### config.mk
export PLATFORM = sky130hd
export DESIGN_NAME = arp_cache_responder
export DESIGN_NICKNAME = d
export VERILOG_FILES = /design/src/hdl/arp_pkg.sv /design/src/hdl/arp_cache_responder.sv /design/src/hdl/arp_front.sv /design/src/hdl/arp_cmd_fifo.sv /design/src/hdl/arp_back.sv
export VERILOG_INCLUDE_DIRS = /design/src /design/src/hdl
export SDC_FILE = /design/constraint.sdc
export NUM_CORES = 2
export LEC_CHECK = 0
export ABC_CLOCK_PERIOD_IN_PS = 20100
export BUFFER_PORTS_ARGS = -buffer_cell sky130_fd_sc_hd__buf_2
export CORE_MARGIN = 2
export CORE_UTILIZATION = 40
export CTS_CLUSTER_SIZE = 20
export DETAILED_ROUTE_END_ITERATION = 8
export SETUP_SLACK_MARGIN = 0.4
export SYNTH_ARGS = -nofsm -noshare
export SYNTH_HDL_FRONTEND = slang
export SYNTH_SLANG_ARGS = --single-unit
### constraint.sdc
create_clock -name clk -period 20.1 [get_ports clk]
set_clock_uncertainty 0.05 [all_clocks]
set_input_delay 4.02 -clock clk [delete_from_list [all_inputs] [get_ports clk]]
set_output_delay 4.02 -clock clk [all_outputs]
set_load 0.05 [all_outputs]
### src/hdl/assert_macros.svh
// Assertion macros shared by the ARP cache RTL.
`ifndef ASSERT_MACROS_SVH
`define ASSERT_MACROS_SVH

// Expression must hold at every clock edge outside reset.
`define ASSERT_ALWAYS(lbl, expr, msg) \
  lbl: assert property (@(posedge clk) disable iff (rst) (expr)) else $error(msg);

// Antecedent implies consequent in the same cycle.
`define ASSERT_IMPL(lbl, ante, cons, msg) \
  lbl: assert property (@(posedge clk) disable iff (rst) (ante) |-> (cons)) else $error(msg);

// Antecedent implies consequent in the next cycle.
`define ASSERT_NEXT(lbl, ante, cons, msg) \
  lbl: assert property (@(posedge clk) disable iff (rst) (ante) |=> (cons)) else $error(msg);

`endif

### src/hdl/arp_pkg.sv
// Shared types and constants for the ARP cache and responder.
package arp_pkg;

  localparam int CACHE_ENTRIES = 16;
  localparam int IDX_W = (CACHE_ENTRIES > 1) ? $clog2(CACHE_ENTRIES) : 1;

  localparam int FIFO_DEPTH = 2;
  localparam int FIFO_PTR_W = 1;

  localparam int IN_W  = 192;
  localparam int OUT_W = 184;
  localparam int CFG_IDX_W  = 1;
  localparam int CFG_DATA_W = 48;

  localparam logic [CFG_IDX_W-1:0] REG_LOCAL_IP = 1'd1;

  localparam logic [10:0] MIN_ARP_LEN    = 11'd28;
  localparam logic [15:0] HTYPE_ETHERNET = 16'h0001;
  localparam logic [15:0] PTYPE_IPV4     = 16'h0800;
  localparam logic [7:0]  HLEN_ETHERNET  = 8'd6;
  localparam logic [7:0]  PLEN_IPV4      = 8'd4;
  localparam logic [15:0] ARP_OP_REQ     = 16'd1;
  localparam logic [15:0] ARP_OP_REP     = 16'd2;
  localparam logic [1:0]  FRAME_OP_REQ   = 2'd1;
  localparam logic [1:0]  FRAME_OP_REP   = 2'd2;
  localparam logic [47:0] MAC_BROADCAST  = 48'hFFFF_FFFF_FFFF;

  typedef enum logic [1:0] {
    OP_INBOUND = 2'd0,
    OP_LOOKUP  = 2'd1,
    OP_REQUEST = 2'd2,
    OP_UNDEF   = 2'd3
  } op_t;

  typedef enum logic [2:0] {
    RC_LEARNED     = 3'd0,
    RC_LEARN_REPLY = 3'd1,
    RC_RUNT        = 3'd2,
    RC_UNSUPPORTED = 3'd3,
    RC_UNKNOWN_OP  = 3'd4,
    RC_HIT         = 3'd5,
    RC_MISS        = 3'd6,
    RC_REQUEST     = 3'd7
  } result_code_t;

  // What the back end has to do with a command.
  typedef enum logic [1:0] {
    KIND_DIRECT = 2'd0,
    KIND_LOOKUP = 2'd1,
    KIND_LEARN  = 2'd2
  } cmd_kind_t;

  typedef struct packed {
    cmd_kind_t    kind;
    result_code_t code;
    logic [31:0]  ip;
    logic [47:0]  mac;
  } cmd_t;

  // Input beat, operation in the lowest bits.
  typedef struct packed {
    logic [2:0]  pad;
    logic [31:0] target_ip;
    logic [31:0] sender_ip;
    logic [47:0] sender_mac;
    logic [15:0] arp_opcode;
    logic [7:0]  proto_addr_len;
    logic [7:0]  hw_addr_len;
    logic [15:0] proto_type;
    logic [15:0] hw_type;
    logic [10:0] payload_length;
    op_t         operation;
  } in_item_t;

  // Result beat, result_code in the lowest bits.
  typedef struct packed {
    logic         pad;
    logic         evicted_first;
    logic [47:0]  lookup_mac;
    logic [31:0]  frame_target_ip;
    logic [47:0]  frame_target_mac;
    logic [1:0]   frame_opcode;
    logic [47:0]  frame_dest_mac;
    logic         send_frame;
    result_code_t result_code;
  } out_item_t;

  // Queue read handshake between the queue and the back end.
  typedef struct packed {
    logic valid;
    logic pop;
  } fifo_rd_t;

endpackage

### src/hdl/arp_cache_responder.sv
// ARP cache and responder for IPv4 over Ethernet: top level.
// Runt, unsupported and send-request beats go via the command queue to the result
// register; lookups and learns also scan the 16-entry cache first.
// One item at a time in the back end, paced by the one-entry-a-cycle scan and by
// the result being taken; a 2-deep queue lets input run ahead.
// Reset (rst, synchronous): clears all cache valid bits, local_ip, queue, m_tvalid.
module arp_cache_responder (
  input  logic                            clk,
  input  logic                            rst,
  // Input beat. tdata fields, low bit up: operation 2, payload_length 11,
  // hw_type 16, proto_type 16, hw_addr_len 8, proto_addr_len 8,
  // arp_opcode 16, sender_mac 48, sender_ip 32, target_ip 32, zero pad 3.
  input  logic                            s_tvalid,
  output logic                            s_tready,
  input  logic [arp_pkg::IN_W-1:0]        s_tdata,
  // Result beat. tdata fields, low bit up: result_code 3, send_frame 1,
  // frame_dest_mac 48, frame_opcode 2, frame_target_mac 48,
  // frame_target_ip 32, lookup_mac 48, evicted_first 1, zero pad 1.
  output logic                            m_tvalid,
  input  logic                            m_tready,
  output logic [arp_pkg::OUT_W-1:0]       m_tdata,
  // Register writes: index 0 local_mac, 1 local_ip.
  input  logic                            cfg_valid,
  output logic                            cfg_ready,
  input  logic [arp_pkg::CFG_IDX_W-1:0]   cfg_index,
  input  logic [arp_pkg::CFG_DATA_W-1:0]  cfg_data
);

  logic              push;
  logic              fifo_full;
  arp_pkg::cmd_t     cmd_in;
  arp_pkg::cmd_t     cmd_head;
  arp_pkg::fifo_rd_t rd;

  // Front: decode and format check, local_ip compare for replies.
  arp_front u_front (
    .clk       (clk),
    .rst       (rst),
    .s_tvalid  (s_tvalid),
    .s_tready  (s_tready),
    .s_tdata   (s_tdata),
    .cfg_valid (cfg_valid),
    .cfg_ready (cfg_ready),
    .cfg_index (cfg_index),
    .cfg_data  (cfg_data),
    .fifo_full (fifo_full),
    .push      (push),
    .cmd       (cmd_in)
  );

  // Decouples the front from a stalled or scanning back end.
  arp_cmd_fifo u_fifo (
    .clk     (clk),
    .rst     (rst),
    .push    (push),
    .cmd_in  (cmd_in),
    .full    (fifo_full),
    .pop     (rd.pop),
    .valid   (rd.valid),
    .cmd_out (cmd_head)
  );

  // Back: cache scan and update, result register.
  arp_back u_back (
    .clk        (clk),
    .rst        (rst),
    .head_valid (rd.valid),
    .head       (cmd_head),
    .pop        (rd.pop),
    .m_tvalid   (m_tvalid),
    .m_tready   (m_tready),
    .m_tdata    (m_tdata)
  );

endmodule

### src/hdl/arp_front.sv
// Front end: accepts input beats, checks format, classifies into commands.
module arp_front (
  input  logic                            clk,
  input  logic                            rst,
  input  logic                            s_tvalid,
  output logic                            s_tready,
  input  logic [arp_pkg::IN_W-1:0]        s_tdata,
  input  logic                            cfg_valid,
  output logic                            cfg_ready,
  input  logic [arp_pkg::CFG_IDX_W-1:0]   cfg_index,
  input  logic [arp_pkg::CFG_DATA_W-1:0]  cfg_data,
  input  logic                            fifo_full,
  output logic                            push,
  output arp_pkg::cmd_t                   cmd
);

  arp_pkg::in_item_t item;
  logic [31:0]       local_ip;
  logic              fmt_ok;

  assign item      = arp_pkg::in_item_t'(s_tdata);
  assign s_tready  = !fifo_full;
  assign cfg_ready = 1'b1;

  // local_mac writes are taken but not kept: no result carries it.
  always_ff @(posedge clk) begin
    if (rst) begin
      local_ip <= '0;
    end else if (cfg_valid && cfg_index == arp_pkg::REG_LOCAL_IP) begin
      local_ip <= cfg_data[31:0];
    end
  end

  assign fmt_ok = item.hw_type == arp_pkg::HTYPE_ETHERNET &&
                  item.proto_type == arp_pkg::PTYPE_IPV4 &&
                  item.hw_addr_len == arp_pkg::HLEN_ETHERNET &&
                  item.proto_addr_len == arp_pkg::PLEN_IPV4;

  // Undefined operation is taken and dropped.
  assign push = s_tvalid && s_tready && item.operation != arp_pkg::OP_UNDEF;

  always_comb begin
    cmd.kind = arp_pkg::KIND_DIRECT;
    cmd.code = arp_pkg::RC_REQUEST;
    cmd.ip   = item.target_ip;
    cmd.mac  = item.sender_mac;
    case (item.operation)
      arp_pkg::OP_LOOKUP: begin
        cmd.kind = arp_pkg::KIND_LOOKUP;
        cmd.code = arp_pkg::RC_MISS;
      end
      arp_pkg::OP_INBOUND: begin
        cmd.ip = item.sender_ip;
        if (item.payload_length < arp_pkg::MIN_ARP_LEN) begin
          cmd.code = arp_pkg::RC_RUNT;
        end else if (!fmt_ok) begin
          cmd.code = arp_pkg::RC_UNSUPPORTED;
        end else begin
          cmd.kind = arp_pkg::KIND_LEARN;
          if (item.arp_opcode == arp_pkg::ARP_OP_REQ) begin
            cmd.code = (item.target_ip == local_ip) ? arp_pkg::RC_LEARN_REPLY
                                                    : arp_pkg::RC_LEARNED;
          end else if (item.arp_opcode == arp_pkg::ARP_OP_REP) begin
            cmd.code = arp_pkg::RC_LEARNED;
          end else begin
            cmd.code = arp_pkg::RC_UNKNOWN_OP;
          end
        end
      end
      default: begin
        cmd.kind = arp_pkg::KIND_DIRECT;
      end
    endcase
  end

endmodule

### src/hdl/arp_cmd_fifo.sv
// Short command queue between front and back ends.
`include "assert_macros.svh"

module arp_cmd_fifo (
  input  logic              clk,
  input  logic              rst,
  input  logic              push,
  input  arp_pkg::cmd_t     cmd_in,
  output logic              full,
  input  logic              pop,
  output logic              valid,
  output arp_pkg::cmd_t     cmd_out
);

  arp_pkg::cmd_t                   mem [arp_pkg::FIFO_DEPTH];
  logic [arp_pkg::FIFO_PTR_W-1:0]  wr_ptr;
  logic [arp_pkg::FIFO_PTR_W-1:0]  rd_ptr;
  logic [arp_pkg::FIFO_PTR_W:0]    count;

  assign full    = count == (arp_pkg::FIFO_PTR_W+1)'(arp_pkg::FIFO_DEPTH);
  assign valid   = count != '0;
  assign cmd_out = mem[rd_ptr];

  always_ff @(posedge clk) begin
    if (push) begin
      mem[wr_ptr] <= cmd_in;
    end
  end

  always_ff @(posedge clk) begin
    if (rst) begin
      wr_ptr <= '0;
      rd_ptr <= '0;
      count  <= '0;
    end else begin
      if (push) wr_ptr <= wr_ptr + 1'b1;
      if (pop)  rd_ptr <= rd_ptr + 1'b1;
      case ({push, pop})
        2'b10:   count <= count + 1'b1;
        2'b01:   count <= count - 1'b1;
        default: count <= count;
      endcase
    end
  end

  `ASSERT_IMPL(a_no_overflow, push, !full || pop, "command queue overflow")
  `ASSERT_IMPL(a_no_underflow, pop, valid, "command queue underflow")

endmodule

### src/hdl/arp_back.sv
// Back end: cache scan, learning, and result beat assembly.
`include "assert_macros.svh"

module arp_back (
  input  logic                       clk,
  input  logic                       rst,
  input  logic                       head_valid,
  input  arp_pkg::cmd_t              head,
  output logic                       pop,
  output logic                       m_tvalid,
  input  logic                       m_tready,
  output logic [arp_pkg::OUT_W-1:0]  m_tdata
);

  localparam int N = arp_pkg::CACHE_ENTRIES;
  localparam int W = arp_pkg::IDX_W;

  typedef enum logic {ST_IDLE, ST_SCAN} state_t;

  state_t              state;
  arp_pkg::cmd_t       cur;
  arp_pkg::cmd_t       src;
  arp_pkg::out_item_t  res;
  arp_pkg::out_item_t  out_q;

  logic [N-1:0]  entry_valid;
  logic [31:0]   entry_ip  [N];
  logic [47:0]   entry_mac [N];

  logic [W:0]    cnt;
  logic [W-1:0]  rd_addr;
  logic          rd_vld;
  logic [W-1:0]  rd_idx;
  logic [31:0]   rd_ip;
  logic [47:0]   rd_mac;
  logic          hole_found;
  logic [W-1:0]  hole_idx;

  logic          hit;
  logic          last;
  logic          done;
  logic          free_now;
  logic [W-1:0]  slot;
  logic          wr_en;
  logic          wr_new;
  logic [W-1:0]  wr_idx;

  assign rd_addr = cnt[W-1:0];
  assign hit     = rd_vld && entry_valid[rd_idx] && rd_ip == cur.ip;
  assign last    = rd_vld && rd_idx == W'(N-1);
  assign done    = state == ST_SCAN && (hit || last);
  assign free_now = hole_found || (rd_vld && !entry_valid[rd_idx]);
  assign slot     = hole_found ? hole_idx : (free_now ? rd_idx : '0);

  // Single write port: refresh on hit, else fill a hole or overwrite slot 0.
  assign wr_en  = done && cur.kind == arp_pkg::KIND_LEARN;
  assign wr_new = wr_en && !hit;
  assign wr_idx = hit ? rd_idx : slot;

  assign pop     = state == ST_IDLE && head_valid && !m_tvalid;
  assign m_tdata = out_q;

  always_comb begin
    src = (state == ST_IDLE) ? head : cur;
    res = '0;
    res.result_code = src.code;
    case (src.kind)
      arp_pkg::KIND_LOOKUP: begin
        res.result_code = hit ? arp_pkg::RC_HIT : arp_pkg::RC_MISS;
        res.lookup_mac  = hit ? rd_mac : '0;
      end
      arp_pkg::KIND_LEARN: begin
        res.evicted_first = !hit && !free_now;
        if (src.code == arp_pkg::RC_LEARN_REPLY) begin
          res.send_frame       = 1'b1;
          res.frame_dest_mac   = src.mac;
          res.frame_opcode     = arp_pkg::FRAME_OP_REP;
          res.frame_target_mac = src.mac;
          res.frame_target_ip  = src.ip;
        end
      end
      default: begin
        if (src.code == arp_pkg::RC_REQUEST) begin
          res.send_frame      = 1'b1;
          res.frame_dest_mac  = arp_pkg::MAC_BROADCAST;
          res.frame_opcode    = arp_pkg::FRAME_OP_REQ;
          res.frame_target_ip = src.ip;
        end
      end
    endcase
  end

  // Cache payload memory: registered read, one write.
  always_ff @(posedge clk) begin
    rd_ip  <= entry_ip[rd_addr];
    rd_mac <= entry_mac[rd_addr];
    if (wr_en) begin
      entry_mac[wr_idx] <= cur.mac;
    end
    if (wr_new) begin
      entry_ip[wr_idx] <= cur.ip;
    end
  end

  always_ff @(posedge clk) begin
    if (rst) begin
      entry_valid <= '0;
    end else if (wr_new) begin
      entry_valid[wr_idx] <= 1'b1;
    end
  end

  always_ff @(posedge clk) begin
    if (rst) begin
      state      <= ST_IDLE;
      m_tvalid   <= 1'b0;
      cnt        <= '0;
      rd_vld     <= 1'b0;
      hole_found <= 1'b0;
    end else begin
      if (m_tvalid && m_tready) m_tvalid <= 1'b0;
      case (state)
        ST_IDLE: begin
          if (pop) begin
            cur <= head;
            if (head.kind == arp_pkg::KIND_DIRECT) begin
              out_q    <= res;
              m_tvalid <= 1'b1;
            end else begin
              state      <= ST_SCAN;
              cnt        <= '0;
              rd_vld     <= 1'b0;
              hole_found <= 1'b0;
            end
          end
        end
        ST_SCAN: begin
          rd_vld <= cnt < (W+1)'(N);
          rd_idx <= rd_addr;
          if (cnt < (W+1)'(N)) cnt <= cnt + 1'b1;
          if (rd_vld && !entry_valid[rd_idx] && !hole_found) begin
            hole_found <= 1'b1;
            hole_idx   <= rd_idx;
          end
          if (done) begin
            state    <= ST_IDLE;
            out_q    <= res;
            m_tvalid <= 1'b1;
            rd_vld   <= 1'b0;
          end
        end
        default: state <= ST_IDLE;
      endcase
    end
  end

  `ASSERT_IMPL(a_scan_out_empty, state == ST_SCAN, !m_tvalid,
               "result register busy during scan")
  `ASSERT_NEXT(a_valid_monotonic, 1'b1,
               $countones(entry_valid) >= $past($countones(entry_valid)),
               "cache entry lost its valid bit")
  `ASSERT_IMPL(a_single_write, wr_en, state == ST_SCAN && cur.kind == arp_pkg::KIND_LEARN,
               "cache write outside a learn scan")

endmodule
==> results.yml <==
pwr:
  clkPwrFrac: 0.350
  comb_power_share: 0.141
  seqPwrFrac: 0.509
  p_int_mw: 7.16
  power.switching_mw: 2.55
  switching_share: 0.262
  vdd_drop_max_mv: 0.109
  leakage_nw: 25.8
  power_density_mw_per_mm2: 119
synth:
  post-synth-top-area-fraction: 0.740
  ys_warn_count: 0
  synth-edff-count: 1726
  synth.most_common_cell: "edfxtp_1"
  ys_seq_area_frac: 0.781
  async_flop_share: 0
  mappedNetlistArea_mm2: 0.0700
  ys_types: 59
  ys_top_cells_by_count: "1,726 x edfxtp_1, 404 x mux4_2, 142 x dfxtp_1"
  synth_area_leaders: "edfxtp_1 74%, mux4_2 13%, dfxtp_1 4.1%"
  synthCells: 3278
  syn_avg_cell_area_um2: 21.4
  synth-seq-cells: 1868
  synthFlopType: "edfxtp_1"
  synth_fp_nets: 3528
  synth_top_area_cell: "edfxtp_1"
critical_path:
  r2r-start: "u_back.cur[70]$_DFFE_PP_"
  worstPathRequired_ns: 20.49
  crit_path_start_kind: "input pin"
  slowest_stage: "buf_4"
  crit_path_end_kind: "register"
  critPathMaxStageDelay_ns: 0.80
  crit_start: "rst"
  cp.arrival_ns: 6.76
  critical_path_class: "in2reg"
  critPathMostFrequentCell: "buf_4"
  cp_max_fo: 63
  cp_cell_sequence: "buf_2, a21oi_4, buf_4, buf_4, buf_4"
finish:
  nets: 4033
  syn2layout_area_growth_pct: 16.0
  regArea_mm2: 0.0547
  layout-drive-gt1-share: 0.336
  fin_area_mm2: 0.0813
  n_fill_cell: 14388
  multi_input_area_mm2: 0.0150
timing:
  max_freq_ghz: 0.157
  fin_crit_sh: 0.317
  slew_viol_final: 0
  setup-violations-final: 0
  slew_headroom: 0.231
  hold_violations: 0
  fin_tns_setup_ns: 0
  period_minus_slack_ns: 6.37
  tightestPinTransition_ns: 1.15
  grt_setup_unrepaired: "false"
drt:
  firstDrtPassIters: 6
  vias: 33812
  via_per_inst: 5.39
  wl_per_cell_um: 26.4
  postRouteAntennaNets: 0
  drt_iter0_markers: 2860
  postRouteWirelength_um: 166000
  route.detailed.drc: 0
clock_tree:
  cts_setup_buffers: 0
  cts_made_buffers: 187
  clkLatencyLatePin_ns: 0.81
  cts_resized: 0
  cts_max_level: 4
  cts_hold_buf: 0
  clock_path_buffers: 3
  cts_tree: "yes"
  cts.sinks: 1868
  path_clk_slew_ns: 0.06
  cts-root-buf: "clkbuf_16"
flow_run:
  cap_violations: 0
grt:
  antenna_found_initial: 17
  grt_pass1_wl_um: 240000
  grt_max_degree: 109
  grt-ovfl-total: 0
  grt_pass1_vias: 34973
  grtUsageTotal: 0.184
floorplan:
  die_area_mm2: 0.178
  dieHeight_um: 422
  die_x_um: 422
  coreArea_mm2: 0.174
  pin_count: 433
  placementRows: 153
  start_util: 0.403
placed_design:
  numPortBuffers: 409
  gp_congestion: 0.816
  place_hpwl_um: 93100
  postPlaceCellArea_mm2: 0.0753
worst_hold_path:
  hold_start: "u_back.entry_valid[14]$_SDFFE_PP0P_"
  hold_class: "reg2reg"
outcome:
  status: "finished clean"
==> sequential cells by signal, summed over array words and instances, names as in the netlist, 2 cells and up, named ones only <==
| register | flops |
|---|---|
| u_front.local_ip | 32 |
| u_back.rd_idx | 4 |
| u_back.cnt | 5 |
| u_fifo.count | 2 |
| u_back.hole_idx | 4 |
| u_fifo.mem | 170 |
| u_back.rd_mac | 48 |
| u_back.entry_valid | 16 |
| u_back.rd_ip | 32 |
| u_back.entry_ip | 512 |
| u_back.cur | 85 |
| u_back.m_tdata | 183 |
| u_back.entry_mac | 768 |
==> layer usage <==
metal | part of all wire | GRT usage | up-vias
li1 | - | - | 14464
met5 | 0.000042 | 0 | -
met1 | 0.43 | 0.256 | 18028
met3 | 0.056 | 0.0295 | 207
met4 | 0.017 | 0.0408 | 2
met2 | 0.50 | 0.307 | 1111
==> final cells by class <==
type | instances | area share
diodes | 3 | 0.0000924
well taps | 2325 | 0.0358
repair buffers | 482 | 0.0324
clock inverters | 91 | 0.0109
multi-input cells | 1232 | 0.185
clock buffers | 263 | 0.0627
inverters | 12 | 0.000554
flip-flops and latches | 1868 | 0.673
==> cell usage in the layout (no fill, tap or decap), drive strengths merged, types with 3 or more instances in the layout <==
cell type / synthesis / layout
a31oi: 3 / 3
xor2: 50 / 50
mux2i: 54 / 54
and2: 4 / 4
a211oi: 5 / 5
and3: 49 / 49
nor4b: 4 / 4
nand4: 14 / 14
ha: 4 / 4
nor3: 42 / 42
nor2: 136 / 136
diode: 0 / 3
mux4: 404 / 404
inv: 11 / 19
bufinv: 0 / 13
mux2: 119 / 119
buf: 37 / 482
nand2: 88 / 88
o31ai: 5 / 5
clkinv: 1 / 68
clkbuf: 129 / 263
o21ai: 55 / 55
clkinvlp: 0 / 3
or3: 5 / 5
or2: 4 / 4
dfxtp: 142 / 142
or4: 5 / 5
o2bb2ai: 11 / 11
xnor2: 21 / 21
a32oi: 4 / 4
nor2b: 37 / 37
edfxtp: 1726 / 1726
nand2b: 8 / 8
nand3: 9 / 9
a21oi: 41 / 41
nor4: 31 / 31
==> kinds of logic after synthesis <==
logic type	count (synthesis)	synth area share
muxes	577	0.157
adders and majority gates	4	0.000715
AOI/OAI and AO/OA	135	0.0118
buffers and inverters	178	0.00990
DFF	1868	0.781
other	2	0.000107
and+or+nand+nor	443	0.0313
xor gates and xnor gates	71	0.00888
==> critical path: cells and delay by family <==
kind            cells  cell delay [ns]
compound gates      1             0.21
buf+inv             4             2.37
==> power by group through the flow <==
| stage | Sequential (mW) | Clock [mW] | Combinational (mW) |
|---|---|---|---|
| after detailed placement | 5.02 | 0 | 1.39 |
| final | 4.94 | 3.40 | 1.37 |
| after global placement | 5.01 | 0 | 1.38 |
| after global routing | 4.98 | 3.62 | 1.47 |
| after CTS | 4.94 | 3.47 | 1.40 |
| after floorplan | 5.04 | 0 | 0.878 |
==> worst paths after layout <==
kind | end | slack, ns | depth (start not counted)
setup / recovery | u_back.m_tdata[178]$_SDFFCE_PN0P_ | 13.73 | 5
hold reg to reg | u_back.entry_valid[14]$_SDFFE_PP0P_ | 0.40 | 2
hold / removal | u_back.entry_valid[14]$_SDFFE_PP0P_ | 0.40 | 2
setup reg to reg | u_back.m_tdata[178]$_SDFFCE_PN0P_ | 14.28 | 10
==> stage by stage <==
step	total power [mW]	worst slack, ns	cells	hold WS [ns]	utilization
finish	9.71	13.73	6276	0.404	0.467
global placement	6.39	12.91	5919	0.380	0.433
CTS	9.81	13.72	6273	0.405	0.467
floorplan	5.91	6.07	3278	0.356	-
detailed placement	6.42	12.84	5919	0.392	0.433
global route	10.1	13.59	6274	0.420	0.467
(Power assumes the default switching activity.)
